==> config.mk <==
export PLATFORM = sky130hd
export DESIGN_NAME = utf16_to_utf8_transcoder_flat
export DESIGN_NICKNAME = d
export VERILOG_FILES = /design/src/rtl/u8t_pkg.sv /design/src/rtl/u8t_in_if.sv /design/src/rtl/u8t_out_if.sv /design/src/rtl/utf16_to_utf8_transcoder.sv /design/src/flat_wrapper.sv
export SDC_FILE = /design/constraint.sdc
export NUM_CORES = 1
export LEC_CHECK = 0
export ABC_AREA = 1
export BUFFER_PORTS_ARGS = -buffer_cell sky130_fd_sc_hd__buf_2
export CAP_MARGIN = 40
export CORE_AREA = 2 2 92 94
export CTS_CLUSTER_DIAMETER = 40
export DETAILED_ROUTE_END_ITERATION = 8
export DIE_AREA = 0 0 94 96
export MAX_ROUTING_LAYER = met4
export PLACE_DENSITY = 0.74
export SLEW_MARGIN = 25
export SYNTH_ARGS = -nofsm -noshare
export SYNTH_HDL_FRONTEND = slang
export SYNTH_SLANG_ARGS = --single-unit
==> constraint.sdc <==
create_clock -name clk -period 2.51 [get_ports clk]
set_input_delay 0.1255 -clock clk [delete_from_list [all_inputs] [get_ports clk]]
set_output_delay 0.1255 -clock clk [all_outputs]
set_load 0.05 [all_outputs]
==> src/rtl/u8t_pkg.sv <==
// ----------------------------------------------------------------------------
// u8t_pkg
// Types, constants and the code point encoder of the utf-16 to utf-8 block.
// ----------------------------------------------------------------------------
package u8t_pkg;

  localparam int unsigned UnitW  = 16;
  localparam int unsigned ByteW  = 8;
  localparam int unsigned PointW = 21;
  localparam int unsigned MaxBytes = 6;
  localparam int unsigned LenW   = 3;

  localparam logic [5:0] HighTag = 6'b110110;
  localparam logic [5:0] LowTag  = 6'b110111;
  localparam logic [PointW-1:0] SuppBase = 21'h10000;
  localparam logic [PointW-1:0] MaxOne   = 21'h7f;
  localparam logic [PointW-1:0] MaxTwo   = 21'h7ff;
  localparam logic [PointW-1:0] MaxThree = 21'hffff;
  localparam logic [ByteW-1:0] LeadTwo   = 8'hc0;
  localparam logic [ByteW-1:0] LeadThree = 8'he0;
  localparam logic [ByteW-1:0] LeadFour  = 8'hf0;
  localparam logic [ByteW-1:0] ContMark  = 8'h80;
  // lead byte of any surrogate's 3-byte form, and its second byte base
  localparam logic [ByteW-1:0] SurrLead  = 8'hed;
  localparam logic [ByteW-1:0] HighSecond = 8'ha0;

  typedef logic [ByteW-1:0] byte_t;

  typedef struct packed {
    logic [3:0][ByteW-1:0] bytes;
    logic [LenW-1:0]       len;
  } enc_t;

  function automatic enc_t encode_point(input logic [PointW-1:0] cp);
    enc_t e;
    e.bytes = '0;
    if (cp <= MaxOne) begin
      e.bytes[0] = cp[7:0];
      e.len = 3'd1;
    end else if (cp <= MaxTwo) begin
      e.bytes[0] = LeadTwo | {3'b000, cp[10:6]};
      e.bytes[1] = ContMark | {2'b00, cp[5:0]};
      e.len = 3'd2;
    end else if (cp <= MaxThree) begin
      e.bytes[0] = LeadThree | {4'b0000, cp[15:12]};
      e.bytes[1] = ContMark | {2'b00, cp[11:6]};
      e.bytes[2] = ContMark | {2'b00, cp[5:0]};
      e.len = 3'd3;
    end else begin
      e.bytes[0] = LeadFour | {5'b00000, cp[20:18]};
      e.bytes[1] = ContMark | {2'b00, cp[17:12]};
      e.bytes[2] = ContMark | {2'b00, cp[11:6]};
      e.bytes[3] = ContMark | {2'b00, cp[5:0]};
      e.len = 3'd4;
    end
    return e;
  endfunction

endpackage

==> src/rtl/u8t_in_if.sv <==
// ----------------------------------------------------------------------------
// u8t_in_if
// Valid/ready channel carrying one utf-16 code unit and its end-of-text flag.
// ----------------------------------------------------------------------------
interface u8t_in_if;
  logic                         valid;
  logic                         ready;
  logic [u8t_pkg::UnitW-1:0]    code_unit;
  logic                         end_of_text;

  modport source (output valid, output code_unit, output end_of_text, input ready);
  modport sink   (input valid, input code_unit, input end_of_text, output ready);
endinterface

==> src/rtl/u8t_out_if.sv <==
// ----------------------------------------------------------------------------
// u8t_out_if
// Valid/ready channel carrying one utf-8 byte and its end-of-run mark.
// ----------------------------------------------------------------------------
interface u8t_out_if;
  logic                         valid;
  logic                         ready;
  logic [u8t_pkg::ByteW-1:0]    out_byte;
  logic                         run_last;

  modport source (output valid, output out_byte, output run_last, input ready);
  modport sink   (input valid, input out_byte, input run_last, output ready);
endinterface

==> src/rtl/utf16_to_utf8_transcoder.sv <==
// ----------------------------------------------------------------------------
// utf16_to_utf8_transcoder
// Converts a stream of utf-16 code units into utf-8 bytes.
// ----------------------------------------------------------------------------
// Usage:
//   in_ch carries one code unit per transfer with an end-of-text flag.
//   out_ch carries one utf-8 byte per transfer; run_last marks the final
//   byte caused by one input unit.
//   A high surrogate that is not the last unit is held and gives no byte;
//   the next unit either completes a 4-byte pair or flushes it as 3 bytes.
// Timing:
//   an accepted unit is encoded into a registered byte buffer of up to
//   six entries; its first byte then moves to the output register and
//   is offered on out_ch from there. The output register drains the buffer
//   at one byte a cycle while out_ch is not stalled; a flushed surrogate
//   plus a 3-byte unit fills up to six bytes.
//   The next unit is taken in the cycle the buffer's last byte moves on.
// Reset: rst_n low clears the held surrogate, the buffer and out_ch.valid.
// Stall: while out_ch.valid is high and out_ch.ready is low the output byte
//   holds, the buffer stops draining and in_ch.ready drops once the buffer is not empty.
// ----------------------------------------------------------------------------
module utf16_to_utf8_transcoder (
  input  logic          clk,
  input  logic          rst_n,
  u8t_in_if.sink        in_ch,
  u8t_out_if.source     out_ch
);

  localparam int unsigned ByteW = u8t_pkg::ByteW;

  logic                                   held_valid_r, held_valid_nxt;
  logic [9:0]                             held_bits_r, held_bits_nxt;
  logic [u8t_pkg::MaxBytes-1:0][ByteW-1:0] job_r, job_nxt, job_new;
  logic [u8t_pkg::LenW-1:0]               cnt_r, cnt_nxt, len_new;
  logic                                   out_valid_r, out_valid_nxt;
  logic [ByteW-1:0]                       out_byte_r, out_byte_nxt;
  logic                                   run_last_r, run_last_nxt;

  logic          out_load, accept, is_high, is_low, hold_new;
  u8t_pkg::enc_t enc_unit, enc_pair;
  logic [u8t_pkg::PointW-1:0] pair_cp;

  assign out_load = (cnt_r != '0) && (!out_valid_r || out_ch.ready);
  assign in_ch.ready = (cnt_r == '0) || ((cnt_r == u8t_pkg::LenW'(1)) && out_load);
  assign accept = in_ch.valid && in_ch.ready;

  assign is_high  = in_ch.code_unit[15:10] == u8t_pkg::HighTag;
  assign is_low   = in_ch.code_unit[15:10] == u8t_pkg::LowTag;
  assign hold_new = is_high && !in_ch.end_of_text;

  assign pair_cp  = u8t_pkg::SuppBase + {1'b0, held_bits_r, 10'b0}
                  + {11'b0, in_ch.code_unit[9:0]};
  assign enc_unit = u8t_pkg::encode_point({5'b0, in_ch.code_unit});
  assign enc_pair = u8t_pkg::encode_point(pair_cp);

  // byte list for the unit on the input channel
  always_comb begin
    job_new = '0;
    len_new = '0;
    if (held_valid_r && is_low) begin
      job_new[3:0] = enc_pair.bytes;
      len_new      = enc_pair.len;
    end else begin
      if (held_valid_r) begin
        // flush the held surrogate as its own 3-byte form
        job_new[0] = u8t_pkg::SurrLead;
        job_new[1] = u8t_pkg::HighSecond | {4'b0000, held_bits_r[9:6]};
        job_new[2] = u8t_pkg::ContMark | {2'b00, held_bits_r[5:0]};
        len_new    = u8t_pkg::LenW'(3);
        if (!hold_new) begin
          job_new[5:3] = enc_unit.bytes[2:0];
          len_new      = u8t_pkg::LenW'(3) + enc_unit.len;
        end
      end else if (!hold_new) begin
        job_new[3:0] = enc_unit.bytes;
        len_new      = enc_unit.len;
      end
    end
  end

  always_comb begin
    held_valid_nxt = held_valid_r;
    held_bits_nxt  = held_bits_r;
    job_nxt        = job_r;
    cnt_nxt        = cnt_r;
    out_valid_nxt  = out_valid_r;
    out_byte_nxt   = out_byte_r;
    run_last_nxt   = run_last_r;

    if (out_load) begin
      out_valid_nxt = 1'b1;
      out_byte_nxt  = job_r[0];
      run_last_nxt  = cnt_r == u8t_pkg::LenW'(1);
      job_nxt       = job_r >> ByteW;
      cnt_nxt       = cnt_r - u8t_pkg::LenW'(1);
    end else if (out_ch.ready) begin
      out_valid_nxt = 1'b0;
    end

    if (accept) begin
      job_nxt        = job_new;
      cnt_nxt        = len_new;
      held_valid_nxt = hold_new;
      held_bits_nxt  = hold_new ? in_ch.code_unit[9:0] : 10'd0;
    end
  end

  always_ff @(posedge clk) begin
    if (!rst_n) begin
      held_valid_r <= 1'b0;
      held_bits_r  <= '0;
      cnt_r        <= '0;
      out_valid_r  <= 1'b0;
    end else begin
      held_valid_r <= held_valid_nxt;
      held_bits_r  <= held_bits_nxt;
      cnt_r        <= cnt_nxt;
      out_valid_r  <= out_valid_nxt;
    end
  end

  always_ff @(posedge clk) begin
    job_r      <= job_nxt;
    out_byte_r <= out_byte_nxt;
    run_last_r <= run_last_nxt;
  end

  assign out_ch.valid    = out_valid_r;
  assign out_ch.out_byte = out_byte_r;
  assign out_ch.run_last = run_last_r;

endmodule

==> src/flat_wrapper.sv <==
// flat-port wrapper written by rule: the top's interface ports become plain ports
module utf16_to_utf8_transcoder_flat 
  (clk, rst_n, in_ch_valid, in_ch_code_unit, in_ch_end_of_text, in_ch_ready, out_ch_valid, out_ch_out_byte, out_ch_run_last, out_ch_ready);
  u8t_in_if in_ch_i ();
  u8t_out_if out_ch_i ();
  input  logic clk;
  input  logic rst_n;
  input wire logic [$bits(in_ch_i.valid)-1:0] in_ch_valid;
  input wire logic [$bits(in_ch_i.code_unit)-1:0] in_ch_code_unit;
  input wire logic [$bits(in_ch_i.end_of_text)-1:0] in_ch_end_of_text;
  output wire logic [$bits(in_ch_i.ready)-1:0] in_ch_ready;
  output wire logic [$bits(out_ch_i.valid)-1:0] out_ch_valid;
  output wire logic [$bits(out_ch_i.out_byte)-1:0] out_ch_out_byte;
  output wire logic [$bits(out_ch_i.run_last)-1:0] out_ch_run_last;
  input wire logic [$bits(out_ch_i.ready)-1:0] out_ch_ready;
  assign in_ch_i.valid = in_ch_valid;
  assign in_ch_i.code_unit = in_ch_code_unit;
  assign in_ch_i.end_of_text = in_ch_end_of_text;
  assign in_ch_ready = in_ch_i.ready;
  assign out_ch_valid = out_ch_i.valid;
  assign out_ch_out_byte = out_ch_i.out_byte;
  assign out_ch_run_last = out_ch_i.run_last;
  assign out_ch_i.ready = out_ch_ready;
  utf16_to_utf8_transcoder u_core (.clk(clk), .rst_n(rst_n), .in_ch(in_ch_i), .out_ch(out_ch_i));
endmodule
==> metrics <==
outcome complete, no violations; H-Tree Level Count 3; top cells by area, synth edfxtp_1, nand2_1, dfxtp_1, nand3_1, a21oi_1; crit-path max FO 15; share of layout cells above drive strength 1 0.155; Final TNS setup 0 ns; critical path class register to register; dpl cells 681; synthesized area roughly 0.0043 mm^2; number of distinct library cells after synthesis 37; Util after Layout 0.593; Post-Syn Area per Cell slightly below 8 um^2; GRT Total Usage 0.316; top cell type by total area after synthesis edfxtp_1; final setup vio count 0; ys async rst share 0; Starting Density 0.530; worst hold stages 4; CTS tree built; Hold/Removal Path Class input port to register; Post-DP HPWL 9500 um; HP Start out_ch_ready; chip width 94 um; port bufs 31; relative slew slack 0.581; # DRC 0; Worst EP arrival ~2.4 ns; worst-margin pin slew 0.628 ns; post-synthesis sequential area ratio 0.458; Pwr per Cell Area 1070 mW/mm^2; Register-to-Register Path Depth 15; floorplan row count 33; Mapped Nets roughly 580; Layout Cells excl Fill around 700; Leak about 2 nW; CTS sink count 70; Initial DRT Pass Iterations 8; FF/Latch Area between 0.0015 and 0.002 mm^2; final critical-path required period roughly 2.3 ns; DIE AREA 0.00902 mm^2; CTS buffer count 9; CP Data Required Time 2.65 ns; DR vias/cell between 5 and 6; Yosys warnings 0; total grt overflow 0; routed via count 4165; largest net degree at the start of global routing 28; Hold EP u_core.out_ch.valid; post-CTS sizing 0; IR drop worst, VDD ~0.70 mV; wire per inst ~19 um; number of I/O pins 32; nets 613; Post-synth EDFFs 55; Filler cells approximately 760; clk buf depth 2; number of DRC markers in iteration 0 between 500 and 600; skew final ~0.012 ns; Post-Route WL between 10000 and 15000 um; fin area approximately 0.0048 mm^2; Routed Antenna Nets 0; period utilization 0.910; first-pass GRT wire length between 20000 and 25000 um; Synth top area share 0.387; Pwr Total 0.00511 W; Area growth syn-to-layout 11.9%; Pins Over Slew Limit 0; Yosys reg bits 70; Max Cap Viol 0; Main synth FF type edfxtp_1; vias in the first global route roughly 3900; RSZ-0062 raised after global routing false; Placed Area 0.00458 mm^2; RR Endpoint u_core.job_r[4]; core area between 0.008 and 0.009 mm^2; endpoints failing hold 0; antenna violations before repair 0; clock root cell clkbuf_8; placer congestion estimate ~1.0; CTS clk-pin slew, worst paths around 0.090 ns; Reg2Reg Launch Point u_core.held_bits_r[7]; R2R setup slack 0.23 ns; Syn Inst Count approximately 550; Fmax 438 MHz; Die H between 90 and 100 um; hold buffer count at cts 0; crit path capture type register; diode count 0; Worst Setup Start Kind register; clock latency on the worst-skew pair about 0.37 ns; area of the multi-input gates 0.00196 mm^2; setup repair bufs after CTS 0
[layer usage]
| metal | GRT usage | vias to the layer above | routed length (um) |
|---|---|---|---|
| met1 | 0.417 | 1915 | 5390 |
| met2 | 0.473 | 269 | 5830 |
| met3 | 0.0908 | 37 | 1480 |
| met5 | - | - | 0 |
| li1 | - | 1944 | - |
| met4 | 0.100 | 0 | 344 |
[registers in the layout (all words and copies together) (netlist names)]
name                    flops
u_core.out_ch.out_byte      8
u_core.held_bits_r         10
u_core.job_r               46
u_core.out_ch.valid         1
u_core.out_ch.run_last      1
u_core.held_valid_r         1
u_core.cnt_r                3
[cells in the final DEF (no fill, tap or decap), drive strengths merged, types with 9 or more instances in the layout]
cell type | synthesis | layout
nand2 | 126 | 126
nor2 | 73 | 73
inv | 59 | 64
nand3 | 57 | 57
edfxtp | 55 | 55
a21oi | 53 | 53
buf | 15 | 50
o21ai | 27 | 27
dfxtp | 15 | 15
nand4 | 12 | 12
nor3 | 10 | 10
clkbuf | 10 | 9
[synthesized netlist by cell type (4+ instances only)]
master and number:
nand4_1 10, clkbuf_1 10, nor2_1 66, inv_1 55
nor3_1 9, a21oi_1 53, o22ai_1 5, edfxtp_1 55
nand2_2 6, nor2_4 5, buf_2 11, ha_1 5
dfxtp_1 15, o21ai_0 27, inv_2 4, nand3_1 55
nand2_1 120, a22o_1 5, a211oi_1 5
[final cells by class]
class                      instances  area share
clock buffer                       9      0.0260
timing repair buffer              50      0.0650
tap                              105      0.0275
multi-input combinational        396       0.411
sequential                        70       0.410
clock inverter                     7      0.0134
inverter                          60      0.0472
[logic make-up after synthesis]
kind of cell,after synthesis,share of synthesized area
AND/OR/NAND/NOR,283,0.301
buffers and inverters,85,0.0842
adder cells (fa/ha/maj),5,0.0147
AO/OA/AOI/OAI,108,0.142
flip-flops,70,0.458
[critical path, stage by stage, from the launching register on]
cell      delay (ns)
dfxtp_2         0.40
ha_1            0.22
inv_1           0.05
nand2_1         0.06
nand2_2         0.10
nor2_2          0.13
inv_2           0.06
nor2_4          0.13
nand2_1         0.08
nand2_2         0.13
buf_4           0.24
nand2_1         0.08
nand3_1         0.14
nand3b_1        0.13
nand2_1         0.07
inv_1           0.04
[per-stage QoR]
stage | hold slack [ns] | setup WS, ns
floorplan | 0.289 | 0.214
global placement | 0.402 | 0.265
detailed placement | 0.407 | 0.222
CTS | 0.0534 | 0.198
global route | 0.0947 | 0.0495
finish | 0.0516 | 0.226
[power breakdown]
group          total [W]  switching, W  internal (W)
logic            0.00200       0.00144      0.000566
registers        0.00221      0.000145       0.00206
clock network   0.000900      0.000518      0.000383
[worst max-delay path by stage]
| stage | start | to | slack [ns] | cells past startpoint |
|---|---|---|---|---|
| 6_report | u_core.held_bits_r[7] | u_core.job_r[4] | 0.23 | 15 |
| 5_1_grt | u_core.held_bits_r[7] | u_core.job_r[4] | 0.05 | 15 |
| 3_5_place_dp | u_core.held_bits_r[7] | u_core.job_r[4] | 0.22 | 15 |
| 3_3_place_gp | u_core.held_bits_r[7] | u_core.job_r[4] | 0.27 | 15 |
| 4_1_cts | u_core.held_bits_r[7] | u_core.job_r[4] | 0.20 | 15 |
| 2_1_floorplan | u_core.out_ch.valid | u_core.cnt_r[2] | 0.21 | 8 |
No activity file was read; power rests on OpenSTA's default activity.
